**src/rtl/assert_macros.svh**
```systemverilog
// assertion macros used by the top-level rtl file
`ifndef ASSERT_MACROS_SVH
`define ASSERT_MACROS_SVH

// same-cycle implication, checked out of reset
`define ASSERT_IMPLY(label, clk, rst_n, ante, cons) \
  label: assert property (@(posedge clk) disable iff (!rst_n) (ante) |-> (cons)) \
    else $error("implication check failed");

// next-cycle implication, checked out of reset
`define ASSERT_NEXT(label, clk, rst_n, ante, cons) \
  label: assert property (@(posedge clk) disable iff (!rst_n) (ante) |=> (cons)) \
    else $error("next-cycle check failed");

`endif

```
**src/rtl/rcc_pkg.sv**
```systemverilog
// types, constants and arithmetic helpers of the crosstalk canceller
package rcc_pkg;

  localparam int DELAY_DEPTH = 1024;
  localparam int SAMPLE_BITS = 24;
  localparam int ADDR_W      = $clog2(DELAY_DEPTH);
  localparam int DELAY_W     = 10;
  localparam int GAIN_W      = 16;
  localparam int FRAC_BITS   = 16;
  localparam int WIDE_W      = SAMPLE_BITS + GAIN_W + 2;
  localparam int CFG_ADDR_W  = 3;
  localparam int CFG_DATA_W  = 32;

  typedef logic signed [SAMPLE_BITS-1:0] sample_t;
  typedef logic signed [WIDE_W-1:0]      wide_t;

  typedef struct packed {
    sample_t a;
    sample_t b;
  } frame_t;

  typedef enum logic [0:0] {
    REG_DELAY = 1'b0,
    REG_GAIN  = 1'b1
  } reg_sel_t;

  function automatic wide_t widen(sample_t x);
    return {{(WIDE_W-SAMPLE_BITS){x[SAMPLE_BITS-1]}}, x};
  endfunction

  // clamp to the signed sample range
  function automatic sample_t sat_wide(wide_t v);
    logic [WIDE_W-SAMPLE_BITS:0] upper;
    upper = v[WIDE_W-1:SAMPLE_BITS-1];
    if ((&upper) || !(|upper)) begin
      return v[SAMPLE_BITS-1:0];
    end else if (v[WIDE_W-1]) begin
      return {1'b1, {(SAMPLE_BITS-1){1'b0}}};
    end else begin
      return {1'b0, {(SAMPLE_BITS-1){1'b1}}};
    end
  endfunction

endpackage

```
**src/rtl/rcc_fb_unit.sv**
```systemverilog
// feedback path: scale by negated gain, round, saturate and hold the feedback
module rcc_fb_unit (
  input  logic                        clk,
  input  logic                        rst_n,
  input  logic                        load,
  input  rcc_pkg::frame_t             delayed,
  input  logic [rcc_pkg::GAIN_W-1:0]  gain,
  output rcc_pkg::frame_t             fb
);
  import rcc_pkg::*;

  frame_t fb_r;
  frame_t fb_nxt;

  function automatic sample_t scale(sample_t x, logic [GAIN_W-1:0] g);
    logic signed [SAMPLE_BITS+GAIN_W:0] prod;
    wide_t                              p;
    wide_t                              r;
    prod = (SAMPLE_BITS+GAIN_W+1)'(x) * (SAMPLE_BITS+GAIN_W+1)'($signed({1'b0, g}));
    p    = wide_t'(32'sd1 <<< (FRAC_BITS - 1)) - WIDE_W'(prod);
    // arithmetic shift floors, so ties go toward plus infinity
    r    = p >>> FRAC_BITS;
    return sat_wide(r);
  endfunction

  always_comb begin
    fb_nxt   = fb_r;
    if (load) begin
      fb_nxt.a = scale(delayed.a, gain);
      fb_nxt.b = scale(delayed.b, gain);
    end
  end

  always_ff @(posedge clk) begin
    if (!rst_n) begin
      fb_r <= '0;
    end else begin
      fb_r <= fb_nxt;
    end
  end

  assign fb = fb_r;

endmodule

```
**config.mk**
```make
export PLATFORM = sky130hd
export DESIGN_NAME = rcc_fb_unit
export DESIGN_NICKNAME = d
export VERILOG_FILES = /design/src/rtl/assert_macros.svh /design/src/rtl/rcc_pkg.sv /design/src/rtl/rcc_fb_unit.sv
export SDC_FILE = /design/constraint.sdc
export NUM_CORES = 2
export LEC_CHECK = 0
export ABC_AREA = 0
export BUFFER_PORTS_ARGS = -buffer_cell sky130_fd_sc_hd__buf_2
export CAP_MARGIN = 20
export CORE_ASPECT_RATIO = 1.2
export CORE_MARGIN = 1
export CORE_UTILIZATION = 55
export CTS_CLUSTER_DIAMETER = 100
export DETAILED_ROUTE_END_ITERATION = 12
export GPL_ROUTABILITY_DRIVEN = 0
export PLACE_DENSITY = 0.78
export SLEW_MARGIN = 15
export SYNTH_ARGS = -nofsm -noshare
export SYNTH_HDL_FRONTEND = slang
export SYNTH_SLANG_ARGS = --single-unit
export TNS_END_PERCENT = 30
```
**constraint.sdc**
```tcl
create_clock -name clk -period 15.5 [get_ports clk]
set_input_delay 3.1 -clock clk [delete_from_list [all_inputs] [get_ports clk]]
set_output_delay 3.1 -clock clk [all_outputs]
set_load 0.01 [all_outputs]
```
==> impl_metrics.env <==
export IMPL_path_max_fanout=48
export IMPL_row_count=95
export IMPL_synthesis_nets=4619
export IMPL_crit_family="adder cells"
export IMPL_critPathMaxStageDelay_ns=0.65
export IMPL_n_fill_cell=4903
export IMPL_core_area_um2=55900
export IMPL_dpl_hpwl_um=58100
export IMPL_cts_buffer_depth=2
export IMPL_die_area_um2=57400
export IMPL_timing_fmax_mhz=97.9
export IMPL_path_clk_slew_ns=0.07
export IMPL_synth_top_flop_cell="dfxtp_1"
export IMPL_skew_ns=0
export IMPL_synth_edff_count=0
export IMPL_holdCritPathClass="reg -> reg"
export IMPL_fin_setup_tns_ns=0
export IMPL_grt_pass1_vias=25154
export IMPL_wl_per_cell_um=17.6
export IMPL_drtIter0Drc=1401
export IMPL_drt_vias_per_instance=5.47
export IMPL_finalSetupViolCount=0
export IMPL_die_x_um=219
export IMPL_largest_register_ff_count=48
export IMPL_fin_crit_ns=10.22
export IMPL_cts_sinks=48
export IMPL_path_buf_inv=6
export IMPL_first_pass_iters=5
export IMPL_htree_levels=2
export IMPL_drc_errors=0
export IMPL_io_buffers=114
export IMPL_start_util=0.556
export IMPL_multi_input_area_um2=25800
export IMPL_avgSynthCellArea_um2=8.77
export IMPL_ff_latch_area_um2=961
export IMPL_hold_viol=0
export IMPL_critPathLaunchType="input pin"
export IMPL_cts_setup_buffers=0
export IMPL_cts_root_buf="clkbuf_16"
export IMPL_syn_area_um2=31100
export IMPL_grt_pass1_wl_um=125000
export IMPL_clock_latency_ns=0.30
export IMPL_cts_tree="done"
export IMPL_numCtsBuffers=5
export IMPL_async_flop_share=0
export IMPL_grt_antenna_before_repair=1
export IMPL_grt_total_usage=0.275
export IMPL_synth_cell_type_count=71
export IMPL_postRouteAntennaNets=0
export IMPL_overflow=0
export IMPL_period_share=0.659
export IMPL_grt_max_degree=54
export IMPL_path_class="in -> reg"
export IMPL_synthCells=3544
export IMPL_arrival_ns=10.39
export IMPL_num_vias=23284
export IMPL_fp_dieH_um=262
export IMPL_crit_chain="buf_2 -> buf_4 -> nand2_1 -> fa_1 -> inv_1 -> fa_1 -> inv_1 -> fa_1 -> fa_1 -> fa_1 -> inv_1 -> fa_1 -> inv_1 -> ha_1 -> nand4_1 -> nor4_1 -> a221oi_1 -> o31ai_1 -> nand2_1 -> o211ai_2 -> or4b_1 -> nand3_4 -> o22ai_1"
export IMPL_yosysWarnings=0
export IMPL_cp_end_kind="register"
export IMPL_cts_hold_buffers=0
export IMPL_routed_wirelength_um=74700
export IMPL_nets=4600
export IMPL_synth_seq_cells=48
export IMPL_cpMostUsedCell="fa_1"
export IMPL_worst_pin_slew_ns=1.09
export IMPL_area_growth_syn_to_layout_pct=3.63
export IMPL_io_pins=115
export IMPL_cts_resized=0
export IMPL_slowest_stage="fa_1"
export IMPL_relSlewSlack=0.272
export IMPL_synth_yosys_seq_area_share=0.0309
export IMPL_final_max_slew_viol_count=0
export IMPL_outcome="completed"
export IMPL_layout_drive_gt1_share=0.0445
export IMPL_crit_required_ns=15.67
export IMPL_drv_cap=0
export IMPL_rsz0062_at_grt="false"
## cells in the mapped netlist (7+ instances only)
cell type  number  share of area
a211oi_1       33         0.0080
a21o_1         21         0.0051
a21oi_1        76          0.012
a31oi_1        10         0.0020
and2_1        419          0.084
and3_1         10         0.0020
buf_2           8         0.0013
clkbuf_1      142          0.017
dfxtp_1        48          0.031
fa_1          752           0.48
ha_1          256           0.10
inv_1         972           0.12
nand2_1       408          0.049
nand2b_1       19         0.0038
nand3_1        16         0.0026
nand4_1        13         0.0026
nor2_1         59         0.0071
nor2b_1         7         0.0014
nor3_1         21         0.0034
o211ai_1        9         0.0022
o21a_1         10         0.0024
o21ai_0        65          0.010
o22ai_1        15         0.0030
o31ai_1         8         0.0019
xnor2_1        34         0.0096
xor2_1         19         0.0054
## layout by cell type, fill, tap and decap left out, types with 21 or more instances in the layout
cell | Yosys | layout
and2_1 | 419 | 419
nor3_1 | 21 | 21
fa_1 | 752 | 752
nand2_1 | 408 | 408
o21ai_0 | 65 | 65
a211oi_1 | 33 | 33
a21oi_1 | 76 | 76
dfxtp_1 | 48 | 48
buf_2 | 8 | 114
xnor2_1 | 34 | 34
nor2_1 | 59 | 59
ha_1 | 256 | 256
inv_1 | 972 | 972
a21o_1 | 21 | 21
## final cells by class
type | count | share of cell area
clock buffers | 7 | 0.00474
multi-input cells | 2369 | 0.803
flip-flops and latches | 48 | 0.0298
inverters | 972 | 0.113
well taps | 727 | 0.0283
repair buffers | 129 | 0.0212
diodes | 1 | 0.0000777
## metal layers
layer  track usage  vias to the layer above  part of all wire
li1              -                    10348                 -
met1         0.338                    11905              0.37
met2         0.492                      828              0.53
met3        0.0167                      203             0.050
met4         0.128                        0             0.050
met5             0                        -                 0
## path summary, 6_finish.rpt
| kind | start | endpoint | slack [ns] | depth (start not counted) |
|---|---|---|---|---|
| max reg2reg | fb[47] | fb[47] | 14.40 | 2 |
| min reg2reg | fb[27] | fb[27] | 0.48 | 2 |
| min | fb[27] | fb[27] | 0.48 | 2 |
| max | gain[3] | fb[1] | 5.28 | 23 |
## through the flow
step           utilization  cells  hold slack (ns)  worst slack, ns  cell area, um^2
3_5_place_dp         0.573   4245            0.474             5.00            32000
3_3_place_gp         0.573   4245            0.467             5.17            32000
2_1_floorplan            -   3544            0.496             5.73            31100
5_1_grt              0.576   4253            0.507             4.88            32200
6_report             0.576   4253            0.485             5.28            32200
4_1_cts              0.576   4252            0.485             5.33            32200
## logic make-up after synthesis
kind of cell,Yosys count,synth area share
AO/OA/AOI/OAI,299,0.0623
XOR/XNOR,53,0.0149
adder cells (fa/ha/maj),1008,0.588
buffers and inverters,1127,0.137
flip-flops,48,0.0309
multiplexers,2,0.00109
AND/OR/NAND/NOR,1007,0.166
## tightest hold or removal path, cell delays in order (launching register included)
cell	delay (ns)
dfxtp_1	0.31
nor2_1	0.08
a211oi_1	0.05
Power is not shown: default switching activity piles up to over one toggle a cycle in this logic, so the estimate is an artifact.
